<file path="src/rtl/vpc_pkg.sv">
// vpc_pkg: shared types and constants for the VoIP packet classifier.
// Used by vpc_front, vpc_queue, vpc_back and voip_packet_classifier.
// No dependencies.
`timescale 1ns / 1ps
`default_nettype none

package vpc_pkg;

   // configuration register indexes
   localparam logic [3:0] CSR_L2_HEADER_LENGTH = 4'd0;
   localparam logic [3:0] CSR_ACTION_MODE      = 4'd1;

   localparam logic [6:0] L2_HEADER_LENGTH_RESET = 7'd14;

   // action modes
   localparam logic [2:0] MODE_PASS_RTP   = 3'd0;
   localparam logic [2:0] MODE_PASS_RTCP  = 3'd1;
   localparam logic [2:0] MODE_PASS_SIP   = 3'd2;
   localparam logic [2:0] MODE_PASS_VOIP  = 3'd3;
   localparam logic [2:0] MODE_STEER_RTP  = 3'd4;
   localparam logic [2:0] MODE_STEER_VOIP = 3'd5;

   localparam logic [15:0] IPV4_ETHER_TYPE = 16'h0800;
   localparam logic [7:0]  UDP_PROTOCOL    = 8'd17;
   localparam logic [15:0] SIP_PORT_A      = 16'd5060;
   localparam logic [15:0] SIP_PORT_B      = 16'd5061;
   localparam logic [15:0] LOW_PORT_LIMIT  = 16'd1024;
   localparam logic [7:0]  RTCP_SR_TYPE    = 8'd200;
   localparam logic [1:0]  RTP_VERSION     = 2'd2;
   localparam logic [7:0]  MIN_HEADER_BYTES = 8'd20;

   // offsets: ethertype from frame start, the rest from L3 / L4 start
   localparam logic [7:0] ETHER_TYPE_HI_POS = 8'd12;
   localparam logic [7:0] ETHER_TYPE_LO_POS = 8'd13;
   localparam logic [7:0] PROTOCOL_OFS      = 8'd9;
   localparam logic [7:0] SRC_ADDR_OFS      = 8'd12;
   localparam logic [7:0] DST_ADDR_OFS      = 8'd16;
   localparam logic [7:0] DST_ADDR_END      = 8'd20;
   localparam logic [7:0] RTP_FIRST_OFS     = 8'd8;
   localparam logic [7:0] RTP_SECOND_OFS    = 8'd9;

   localparam int QUEUE_DEPTH = 2;

   typedef enum logic [1:0] {
      CLASS_UNKNOWN = 2'd0,
      CLASS_RTP     = 2'd1,
      CLASS_RTCP    = 2'd2,
      CLASS_SIP     = 2'd3
   } class_type;

   typedef enum logic [1:0] {
      ACT_DROP      = 2'd0,
      ACT_PASS      = 2'd1,
      ACT_STEER     = 2'd2,
      ACT_BROADCAST = 2'd3
   } action_type;

   // header fields of one finished frame
   typedef struct packed {
      logic        too_short;
      logic [15:0] ether_type;
      logic [7:0]  ip_protocol;
      logic [31:0] source_address;
      logic [31:0] dest_address;
      logic [15:0] source_port;
      logic [15:0] dest_port;
      logic [7:0]  first_rtp_byte;
      logic [7:0]  second_rtp_byte;
   } frame_rec_type;

   typedef struct packed {
      logic empty;
      logic full;
   } queue_status_type;

   function automatic logic codec_ok(input logic [7:0] c);
      return (c < 8'd19) || (c > 8'd95) || (c == 8'd25) || (c == 8'd26) ||
             (c == 8'd28) || (c == 8'd31) || (c == 8'd32) || (c == 8'd33) ||
             (c == 8'd34);
   endfunction

   function automatic logic [31:0] fold32(input logic [31:0] x);
      return x ^ {8'd0, x[31:8]} ^ {16'd0, x[31:16]} ^ {24'd0, x[31:24]};
   endfunction

   function automatic logic [31:0] swap_half(input logic [15:0] x);
      return {17'd0, x[7:0], x[15:9]};
   endfunction

endpackage

`default_nettype wire

</file>
<file path="src/rtl/voip_packet_classifier.sv">
// voip_packet_classifier: top level, configuration registers and assertions.
// Instantiates vpc_front, vpc_queue and vpc_back; depends on vpc_pkg.
`timescale 1ns / 1ps
`default_nettype none

// Byte-serial VoIP frame classifier. Frame bytes are pushed one per clock in
// wire order; req_last_byte marks the final byte. Each frame yields exactly one
// result (action, class, steering hash); its record passes through the queue
// into the result register once that register is free. A byte is taken every
// cycle as long as the two-entry frame-record queue between the capture front
// end and the classifier has room; the classifier drains one record per cycle
// into the result register while it is free or being popped, so req_full only
// rises when results are popped more slowly than frames end. Configuration
// writes (index 0: L2 header length, index 1: action mode) are always accepted
// and should be issued only between frames with no result pending.

module voip_packet_classifier #(
   parameter int COUNT_BITS = 16
) (
   input  wire logic        clock,
   input  wire logic        reset,
   input  wire logic        req_push,
   output logic             req_full,
   input  wire logic [7:0]  req_frame_byte,
   input  wire logic        req_last_byte,
   output logic             rsp_empty,
   input  wire logic        rsp_pop,
   output logic [1:0]       rsp_action,
   output logic [1:0]       rsp_packet_class,
   output logic [31:0]      rsp_steer_hash,
   input  wire logic        csr_valid,
   output logic             csr_ready,
   input  wire logic [3:0]  csr_index,
   input  wire logic [7:0]  csr_wdata
);

   logic [6:0] l2_len_ff, l2_len_in;
   logic [2:0] mode_ff, mode_in;

   vpc_pkg::frame_rec_type    front_rec, head_rec;
   vpc_pkg::queue_status_type q_status;
   logic                      rec_push, rec_pop, byte_accept, rsp_valid;

   always_comb begin
      csr_ready = 1'b1;
      l2_len_in = l2_len_ff;
      mode_in   = mode_ff;
      if (csr_valid && csr_index == vpc_pkg::CSR_L2_HEADER_LENGTH) l2_len_in = csr_wdata[6:0];
      if (csr_valid && csr_index == vpc_pkg::CSR_ACTION_MODE)      mode_in   = csr_wdata[2:0];
   end

   always_ff @(posedge clock) begin
      if (reset) begin
         l2_len_ff <= vpc_pkg::L2_HEADER_LENGTH_RESET;
         mode_ff   <= vpc_pkg::MODE_STEER_VOIP;
      end else begin
         l2_len_ff <= l2_len_in;
         mode_ff   <= mode_in;
      end
   end

   assign req_full    = q_status.full;
   assign byte_accept = req_push && !q_status.full;
   assign rsp_empty   = !rsp_valid;

   vpc_front #(.COUNT_BITS(COUNT_BITS)) u_front (
      .clock            (clock),
      .reset            (reset),
      .byte_valid       (byte_accept),
      .frame_byte       (req_frame_byte),
      .last_byte        (req_last_byte),
      .l2_header_length (l2_len_ff),
      .rec_out          (front_rec),
      .rec_push         (rec_push)
   );

   vpc_queue u_queue (
      .clock    (clock),
      .reset    (reset),
      .push     (rec_push),
      .push_rec (front_rec),
      .pop      (rec_pop),
      .head_rec (head_rec),
      .status   (q_status)
   );

   vpc_back u_back (
      .clock        (clock),
      .reset        (reset),
      .rec_valid    (!q_status.empty),
      .rec          (head_rec),
      .rec_pop      (rec_pop),
      .action_mode  (mode_ff),
      .rsp_valid    (rsp_valid),
      .rsp_take     (rsp_pop),
      .action       (rsp_action),
      .packet_class (rsp_packet_class),
      .steer_hash   (rsp_steer_hash)
   );

   // a finished frame must land in the queue
   assert property (@(posedge clock) disable iff (reset)
      byte_accept && req_last_byte |=> !q_status.empty)
      else $error("frame record lost on last byte");

   // hash only accompanies steering
   assert property (@(posedge clock) disable iff (reset)
      !rsp_empty && rsp_action != vpc_pkg::ACT_STEER |-> rsp_steer_hash == 32'd0)
      else $error("nonzero hash without steer action");

   // broadcast is only for SIP
   assert property (@(posedge clock) disable iff (reset)
      !rsp_empty && rsp_action == vpc_pkg::ACT_BROADCAST |->
         rsp_packet_class == vpc_pkg::CLASS_SIP)
      else $error("broadcast on non-SIP frame");

   // a pending record always moves into a free result register
   assert property (@(posedge clock) disable iff (reset)
      !q_status.empty && rsp_empty |=> !rsp_empty)
      else $error("classifier stalled with free result register");

endmodule

`default_nettype wire

</file>
<file path="src/rtl/vpc_front.sv">
// vpc_front: byte-serial header capture of the VoIP packet classifier.
// Counts frame bytes, captures header fields, emits one frame record per frame.
// Depends on vpc_pkg.
`timescale 1ns / 1ps
`default_nettype none

module vpc_front #(
   parameter int COUNT_BITS = 16
) (
   input  wire logic                   clock,
   input  wire logic                   reset,
   input  wire logic                   byte_valid,
   input  wire logic [7:0]             frame_byte,
   input  wire logic                   last_byte,
   input  wire logic [6:0]             l2_header_length,
   output vpc_pkg::frame_rec_type      rec_out,
   output logic                        rec_push
);

   localparam int LW = COUNT_BITS + 1;
   localparam logic [COUNT_BITS-1:0] COUNT_MAX = {COUNT_BITS{1'b1}};

   logic [COUNT_BITS-1:0] byte_count_ff, byte_count_in;
   logic [15:0] ether_type_ff, ether_type_in;
   logic [3:0]  header_words_ff, header_words_in;
   logic [7:0]  ip_protocol_ff, ip_protocol_in;
   logic [31:0] source_address_ff, source_address_in;
   logic [31:0] dest_address_ff, dest_address_in;
   logic [15:0] source_port_ff, source_port_in;
   logic [15:0] dest_port_ff, dest_port_in;
   logic [7:0]  first_rtp_ff, first_rtp_in;
   logic [7:0]  second_rtp_ff, second_rtp_in;

   logic [COUNT_BITS-1:0] p, l3_pos, l4_pos;
   logic [7:0]            l3, l4;
   logic [LW-1:0]         frame_len;

   function automatic logic [COUNT_BITS-1:0] at(input logic [7:0] base, input logic [7:0] ofs);
      return COUNT_BITS'(base) + COUNT_BITS'(ofs);
   endfunction

   always_comb begin
      p  = byte_count_ff;
      l3 = {1'b0, l2_header_length};
      l3_pos = COUNT_BITS'(l3);

      ether_type_in     = ether_type_ff;
      header_words_in   = header_words_ff;
      ip_protocol_in    = ip_protocol_ff;
      source_address_in = source_address_ff;
      dest_address_in   = dest_address_ff;
      source_port_in    = source_port_ff;
      dest_port_in      = dest_port_ff;
      first_rtp_in      = first_rtp_ff;
      second_rtp_in     = second_rtp_ff;

      if (p == COUNT_BITS'(vpc_pkg::ETHER_TYPE_HI_POS)) ether_type_in[15:8] = frame_byte;
      if (p == COUNT_BITS'(vpc_pkg::ETHER_TYPE_LO_POS)) ether_type_in[7:0]  = frame_byte;
      if (p == l3_pos) header_words_in = frame_byte[3:0];
      if (p == at(l3, vpc_pkg::PROTOCOL_OFS)) ip_protocol_in = frame_byte;
      if (p >= at(l3, vpc_pkg::SRC_ADDR_OFS) && p < at(l3, vpc_pkg::DST_ADDR_OFS))
         source_address_in = {frame_byte, source_address_ff[31:8]};
      if (p >= at(l3, vpc_pkg::DST_ADDR_OFS) && p < at(l3, vpc_pkg::DST_ADDR_END))
         dest_address_in = {frame_byte, dest_address_ff[31:8]};

      // the IHL byte already moves the L4 offset for itself
      l4     = l3 + {2'b00, header_words_in, 2'b00};
      l4_pos = COUNT_BITS'(l4);
      if (p == l4_pos)                        source_port_in[15:8] = frame_byte;
      if (p == at(l4, 8'd1))                  source_port_in[7:0]  = frame_byte;
      if (p == at(l4, 8'd2))                  dest_port_in[15:8]   = frame_byte;
      if (p == at(l4, 8'd3))                  dest_port_in[7:0]    = frame_byte;
      if (p == at(l4, vpc_pkg::RTP_FIRST_OFS))  first_rtp_in       = frame_byte;
      if (p == at(l4, vpc_pkg::RTP_SECOND_OFS)) second_rtp_in      = frame_byte;

      frame_len = LW'(p) + LW'(1);
   end

   always_comb begin
      rec_out.too_short = (frame_len < LW'(l3) + LW'(vpc_pkg::MIN_HEADER_BYTES)) ||
                          (frame_len < LW'(l4) + LW'(vpc_pkg::MIN_HEADER_BYTES));
      rec_out.ether_type      = ether_type_in;
      rec_out.ip_protocol     = ip_protocol_in;
      rec_out.source_address  = source_address_in;
      rec_out.dest_address    = dest_address_in;
      rec_out.source_port     = source_port_in;
      rec_out.dest_port       = dest_port_in;
      rec_out.first_rtp_byte  = first_rtp_in;
      rec_out.second_rtp_byte = second_rtp_in;
      rec_push = byte_valid && last_byte;
      byte_count_in = (byte_count_ff == COUNT_MAX) ? byte_count_ff
                                                   : byte_count_ff + COUNT_BITS'(1);
   end

   always_ff @(posedge clock) begin
      if (reset || (byte_valid && last_byte)) begin
         byte_count_ff     <= '0;
         ether_type_ff     <= '0;
         header_words_ff   <= '0;
         ip_protocol_ff    <= '0;
         source_address_ff <= '0;
         dest_address_ff   <= '0;
         source_port_ff    <= '0;
         dest_port_ff      <= '0;
         first_rtp_ff      <= '0;
         second_rtp_ff     <= '0;
      end else if (byte_valid) begin
         byte_count_ff     <= byte_count_in;
         ether_type_ff     <= ether_type_in;
         header_words_ff   <= header_words_in;
         ip_protocol_ff    <= ip_protocol_in;
         source_address_ff <= source_address_in;
         dest_address_ff   <= dest_address_in;
         source_port_ff    <= source_port_in;
         dest_port_ff      <= dest_port_in;
         first_rtp_ff      <= first_rtp_in;
         second_rtp_ff     <= second_rtp_in;
      end
   end

endmodule

`default_nettype wire

</file>
<file path="src/rtl/vpc_queue.sv">
// vpc_queue: short queue of frame records between front and back.
// Depends on vpc_pkg.
`timescale 1ns / 1ps
`default_nettype none

module vpc_queue (
   input  wire logic                   clock,
   input  wire logic                   reset,
   input  wire logic                   push,
   input  vpc_pkg::frame_rec_type      push_rec,
   input  wire logic                   pop,
   output vpc_pkg::frame_rec_type      head_rec,
   output vpc_pkg::queue_status_type   status
);

   localparam int PTR_BITS = $clog2(vpc_pkg::QUEUE_DEPTH);
   localparam int CNT_BITS = PTR_BITS + 1;

   vpc_pkg::frame_rec_type entries [vpc_pkg::QUEUE_DEPTH];

   logic [PTR_BITS-1:0] wr_ptr_ff, wr_ptr_in, rd_ptr_ff, rd_ptr_in;
   logic [CNT_BITS-1:0] count_ff, count_in;
   logic                do_push, do_pop;

   always_comb begin
      status.empty = (count_ff == '0);
      status.full  = (count_ff == CNT_BITS'(vpc_pkg::QUEUE_DEPTH));
      do_push   = push && !status.full;
      do_pop    = pop && !status.empty;
      wr_ptr_in = do_push ? wr_ptr_ff + PTR_BITS'(1) : wr_ptr_ff;
      rd_ptr_in = do_pop  ? rd_ptr_ff + PTR_BITS'(1) : rd_ptr_ff;
      count_in  = count_ff + CNT_BITS'(do_push) - CNT_BITS'(do_pop);
      head_rec  = entries[rd_ptr_ff];
   end

   always_ff @(posedge clock) begin
      if (reset) begin
         wr_ptr_ff <= '0;
         rd_ptr_ff <= '0;
         count_ff  <= '0;
      end else begin
         wr_ptr_ff <= wr_ptr_in;
         rd_ptr_ff <= rd_ptr_in;
         count_ff  <= count_in;
      end
   end

   always_ff @(posedge clock) begin
      if (do_push) begin
         entries[wr_ptr_ff] <= push_rec;
      end
   end

endmodule

`default_nettype wire

</file>
<file path="src/rtl/vpc_back.sv">
// vpc_back: classifies queued frame records, picks the action and the hash.
// Holds the result register. Depends on vpc_pkg.
`timescale 1ns / 1ps
`default_nettype none

module vpc_back (
   input  wire logic                   clock,
   input  wire logic                   reset,
   input  wire logic                   rec_valid,
   input  vpc_pkg::frame_rec_type      rec,
   output logic                        rec_pop,
   input  wire logic [2:0]             action_mode,
   output logic                        rsp_valid,
   input  wire logic                   rsp_take,
   output logic [1:0]                  action,
   output logic [1:0]                  packet_class,
   output logic [31:0]                 steer_hash
);

   vpc_pkg::class_type  cls;
   vpc_pkg::action_type act;
   logic [31:0]         hash;
   logic                sip_port, low_port, sp_odd, dp_odd;

   logic                out_valid_ff, out_valid_in;
   logic [1:0]          action_ff, class_ff;
   logic [31:0]         hash_ff;

   always_comb begin
      sip_port = (rec.dest_port == vpc_pkg::SIP_PORT_A) ||
                 (rec.source_port == vpc_pkg::SIP_PORT_A) ||
                 (rec.dest_port == vpc_pkg::SIP_PORT_B) ||
                 (rec.source_port == vpc_pkg::SIP_PORT_B);
      low_port = (rec.dest_port < vpc_pkg::LOW_PORT_LIMIT) ||
                 (rec.source_port < vpc_pkg::LOW_PORT_LIMIT);
      sp_odd   = rec.source_port[0];
      dp_odd   = rec.dest_port[0];

      priority if (rec.ether_type != vpc_pkg::IPV4_ETHER_TYPE) cls = vpc_pkg::CLASS_UNKNOWN;
      else if (rec.too_short)                                  cls = vpc_pkg::CLASS_UNKNOWN;
      else if (sip_port)                                       cls = vpc_pkg::CLASS_SIP;
      else if (rec.ip_protocol != vpc_pkg::UDP_PROTOCOL)       cls = vpc_pkg::CLASS_UNKNOWN;
      else if (rec.first_rtp_byte[7:6] != vpc_pkg::RTP_VERSION) cls = vpc_pkg::CLASS_UNKNOWN;
      else if (low_port)                                       cls = vpc_pkg::CLASS_UNKNOWN;
      else if (sp_odd && dp_odd)
         cls = (rec.second_rtp_byte == vpc_pkg::RTCP_SR_TYPE) ? vpc_pkg::CLASS_RTCP
                                                               : vpc_pkg::CLASS_UNKNOWN;
      else if (!sp_odd && !dp_odd && !vpc_pkg::codec_ok(rec.second_rtp_byte))
         cls = vpc_pkg::CLASS_UNKNOWN;
      else
         cls = vpc_pkg::CLASS_RTP;
   end

   always_comb begin
      act  = vpc_pkg::ACT_DROP;
      hash = '0;
      unique case (action_mode)
         vpc_pkg::MODE_PASS_RTP:
            if (cls == vpc_pkg::CLASS_RTP) act = vpc_pkg::ACT_PASS;
         vpc_pkg::MODE_PASS_RTCP:
            if (cls == vpc_pkg::CLASS_RTCP) act = vpc_pkg::ACT_PASS;
         vpc_pkg::MODE_PASS_SIP:
            if (cls == vpc_pkg::CLASS_SIP) act = vpc_pkg::ACT_PASS;
         vpc_pkg::MODE_PASS_VOIP:
            if (cls != vpc_pkg::CLASS_UNKNOWN) act = vpc_pkg::ACT_PASS;
         vpc_pkg::MODE_STEER_RTP, vpc_pkg::MODE_STEER_VOIP: begin
            if (cls == vpc_pkg::CLASS_RTP || cls == vpc_pkg::CLASS_RTCP) begin
               act  = vpc_pkg::ACT_STEER;
               hash = vpc_pkg::fold32(rec.source_address) ^
                      vpc_pkg::fold32(rec.dest_address) ^
                      vpc_pkg::swap_half(rec.source_port) ^
                      vpc_pkg::swap_half(rec.dest_port);
            end else if (cls == vpc_pkg::CLASS_SIP &&
                         action_mode == vpc_pkg::MODE_STEER_VOIP) begin
               act = vpc_pkg::ACT_BROADCAST;
            end
         end
         default: act = vpc_pkg::ACT_DROP;
      endcase
   end

   // load a new result when the register is free or drains this cycle
   always_comb begin
      rec_pop      = rec_valid && (!out_valid_ff || rsp_take);
      out_valid_in = rec_pop || (out_valid_ff && !rsp_take);
      rsp_valid    = out_valid_ff;
      action       = action_ff;
      packet_class = class_ff;
      steer_hash   = hash_ff;
   end

   always_ff @(posedge clock) begin
      if (reset) begin
         out_valid_ff <= 1'b0;
      end else begin
         out_valid_ff <= out_valid_in;
      end
   end

   always_ff @(posedge clock) begin
      if (rec_pop) begin
         action_ff <= act;
         class_ff  <= cls;
         hash_ff   <= hash;
      end
   end

endmodule

`default_nettype wire

</file>
<file path="config.mk">
export PLATFORM = sky130hd
export DESIGN_NAME = voip_packet_classifier
export DESIGN_NICKNAME = d
export VERILOG_FILES = /design/src/rtl/vpc_pkg.sv /design/src/rtl/voip_packet_classifier.sv /design/src/rtl/vpc_front.sv /design/src/rtl/vpc_queue.sv /design/src/rtl/vpc_back.sv
export SDC_FILE = /design/constraint.sdc
export NUM_CORES = 1
export LEC_CHECK = 0
export ABC_AREA = 0
export BUFFER_PORTS_ARGS = -buffer_cell sky130_fd_sc_hd__buf_2
export CAP_MARGIN = 20
export CORE_MARGIN = 2
export CORE_UTILIZATION = 60
export DETAILED_ROUTE_END_ITERATION = 6
export PLACE_DENSITY = 0.85
export SLEW_MARGIN = 10
export SYNTH_ARGS = -nofsm -noshare
export SYNTH_HDL_FRONTEND = slang
export SYNTH_SLANG_ARGS = --single-unit
</file>
<file path="constraint.sdc">
create_clock -name clock -period 9.9 [get_ports clock]
set_input_delay 1.98 -clock clock [delete_from_list [all_inputs] [get_ports clock]]
set_output_delay 1.98 -clock clock [all_outputs]
set_load 0.1 [all_outputs]
</file>
==> results.json <==
{
  "outcome": "finished, final reports clean",
  "ctsResizeCount": 0,
  "antenna_left": 0,
  "cp_max_fo": 11,
  "netlist_instances": 1877,
  "synth_seq_cells": 464,
  "period_share": 0.648,
  "endpoint_kind": "flip-flop",
  "hold_buffers": 0,
  "firstDrtPassIters": 5,
  "row_count": 70,
  "insertion_delay_ns": 0.56,
  "synth_edf_count": 298,
  "hold_violations": 0,
  "worst_slew_pin_slew_ns": 1.07,
  "avgSynthCellArea_um2": 11.7,
  "post_cts_buffers": 0,
  "core_mm2": 0.0363,
  "grt_pass1_vias": 14973,
  "dp_hpwl_mm": 32.3,
  "vias_per_cell": 6.11,
  "synth-main-ff-cell": "edfxtp_1",
  "wirelength_mm": 51.0,
  "synth_top_area_share": 0.406,
  "ys_types": 74,
  "num_io_pins": 65,
  "root_buffer": "clkbuf_16",
  "peakVddDrop_mv": 0.130,
  "critPathMaxStageDelay_ns": 0.72,
  "async_reset_ff_frac": 0,
  "clock_path_buffers": 3,
  "critPathLaunchType": "flip-flop",
  "power_leakage_uw": 0.00918,
  "p_per_area_mw_per_mm2": 215,
  "nets": 1995,
  "num_vias": 14741,
  "worst-setup-path-type": "flip-flop to flip-flop",
  "diodes": 0,
  "hp-class": "flip-flop to flip-flop",
  "drive_gt1_frac": 0.165,
  "die_area_mm2": 0.0383,
  "critPathBufInv": 0,
  "gr-total-overflow": 0,
  "start_util": 0.606,
  "hold_ws_ns": 0.457,
  "antenna_found_initial": 1,
  "cts_inserted_buffers": 45,
  "grt_start_max_net_pins": 93,
  "clock_skew_ns": 0.0141,
  "synth.largest_area_cell": "edfxtp_1",
  "ff_latch_area_mm2": 0.0123,
  "grt_setup_unrepaired": "no",
  "tritoncts": "built",
  "wl_per_cell_um": 21.2,
  "die_w_um": 196,
  "drtIter0Drc": 1296,
  "crit_family": "simple AND/OR/NAND/NOR gates",
  "port-buffer-count": 62,
  "drc": 0,
  "fill_cells": 2454,
  "seq_area_frac_synth": 0.557,
  "crit_arrival_ns": 6.72,
  "layout_min_cycle_time_ns": 6.42,
  "slew_violations": 0,
  "place.gp.congestion": 0.929,
  "multi_input_area_mm2": 0.00934,
  "syn_area_mm2": 0.0220,
  "synthTopCellsByArea": "edfxtp_1 41%, dfxtp_1 15%, mux2_2 7.2%",
  "grtUsageTotal": 0.269,
  "finalSetupViolCount": 0,
  "path_cells": "or4_4 > or3_1 > nor2_1 > nand4b_1 > mux2_2 > ha_1 > fa_1 > xor2_2 > ha_1 > nand2_1 > a2111oi_0 > a211o_1 > a31oi_1 > nor3_2 > mux2_2",
  "slew_headroom": 0.281,
  "die_y_um": 196,
  "clkSinkCount": 464,
  "h-tree-depth": 2,
  "required_ns": 10.20,
  "max_freq_mhz": 156,
  "final_common_cell": "edfxtp_1",
  "syn2layout_area_growth_pct": 10.5,
  "drv_cap": 0,
  "fin_tns_setup_ns": 0,
  "grt_pass1_wl_mm": 80.4,
  "cpMaxStageDelayCell": "nor3_2",
  "clk_pin_slew_ns": 0.06,
  "layout_common_cells": "298 x edfxtp_1, 165 x dfxtp_1, 159 x nor2_1",
  "yosys_warnings": 0
}
area by class of cell:
cell class | count | area share
Sequential cell | 464 | 0.504
Multi-Input combinational cell | 1292 | 0.384
Clock buffer | 65 | 0.0540
Inverter | 24 | 0.00370
Timing Repair Buffer | 80 | 0.0191
Clock inverter | 18 | 0.0112
Tap cell | 468 | 0.0241
where the power goes:
group          internal [uW]  switching, uW  total, uW
clock network           1090            730       1820
logic                    284            872       1160
registers               2200           59.0       2260
total                   3570           1660       5230
path summary, 6_finish.rpt:
path              cells past startpoint                      start  slack [ns]                        to
hold / removal                        2   u_front.ether_type_ff[7]        0.46  u_front.ether_type_ff[7]
setup reg to reg                     15  u_front.byte_count_ff[12]        3.48    u_queue.entries[1][27]
hold reg to reg                       2   u_front.ether_type_ff[7]        0.46  u_front.ether_type_ff[7]
setup / recovery                     15  u_front.byte_count_ff[12]        3.48    u_queue.entries[1][27]
cells in the mapped netlist, types with 5 or more instances:
master,n
a31oi_1,10
dfxtp_1,166
ha_1,61
nand2_1,147
or4_1,7
and3_1,10
o21ai_0,59
nor2_1,161
nor3_1,27
or3_1,5
nand4_1,26
nor2b_1,11
nand3_1,57
a211o_1,9
mux2_2,140
a21oi_1,121
inv_1,22
nand2b_1,9
and2_1,5
mux2i_1,94
buf_2,5
a211oi_1,11
xnor2_1,132
o21a_1,9
a21o_1,11
o22ai_1,5
nor4b_1,7
edfxtp_1,298
nor4_1,11
xor2_1,80
clkbuf_1,75
buf_1,16
tightest hold or removal path, delay by kind of cell (launching register included):
family             cells  cell delay, ns
AOI/OAI and AO/OA      1            0.05
DFF                    1            0.31
and+or+nand+nor        1            0.05
sequential cells by signal, summed over array words and instances, names as in the netlist, 16 cells and up, named ones only:
signal / cells
u_front.source_port_ff: 16
u_front.source_address_ff: 32
u_front.byte_count_ff: 16
u_queue.entries: 262
u_front.ether_type_ff: 16
u_front.dest_address_ff: 32
u_front.dest_port_ff: 16
u_back.steer_hash: 32
stage by stage:
stage | power, uW | cells | worst slack (ns) | area [um^2] | util
2_1_floorplan | 3200 | 1878 | 1.38 | 22000 | -
3_3_place_gp | 3420 | 2325 | 3.40 | 22700 | 0.625
3_5_place_dp | 3440 | 2325 | 3.35 | 22700 | 0.625
4_1_cts | 5240 | 2408 | 3.52 | 24300 | 0.669
5_1_grt | 5390 | 2411 | 2.96 | 24300 | 0.670
6_report | 5230 | 2411 | 3.48 | 24300 | 0.670
per-layer routing:
metal / share of wire / global-route usage
met5: 0 / 0
met4: 0.045 / 0.122
met3: 0.064 / 0.0394
met2: 0.49 / 0.464
met1: 0.40 / 0.338
cell families after synthesis:
group | after synthesis | synth area share
simple gates | 514 | 0.112
xor+xnor | 216 | 0.0878
compound gates | 264 | 0.0715
other cells | 1 | 0.000170
buf+inv | 122 | 0.0216
fa+ha+maj | 62 | 0.0355
flops | 464 | 0.557
mux | 234 | 0.114
Note: power is estimated with default switching activity, not from simulation.
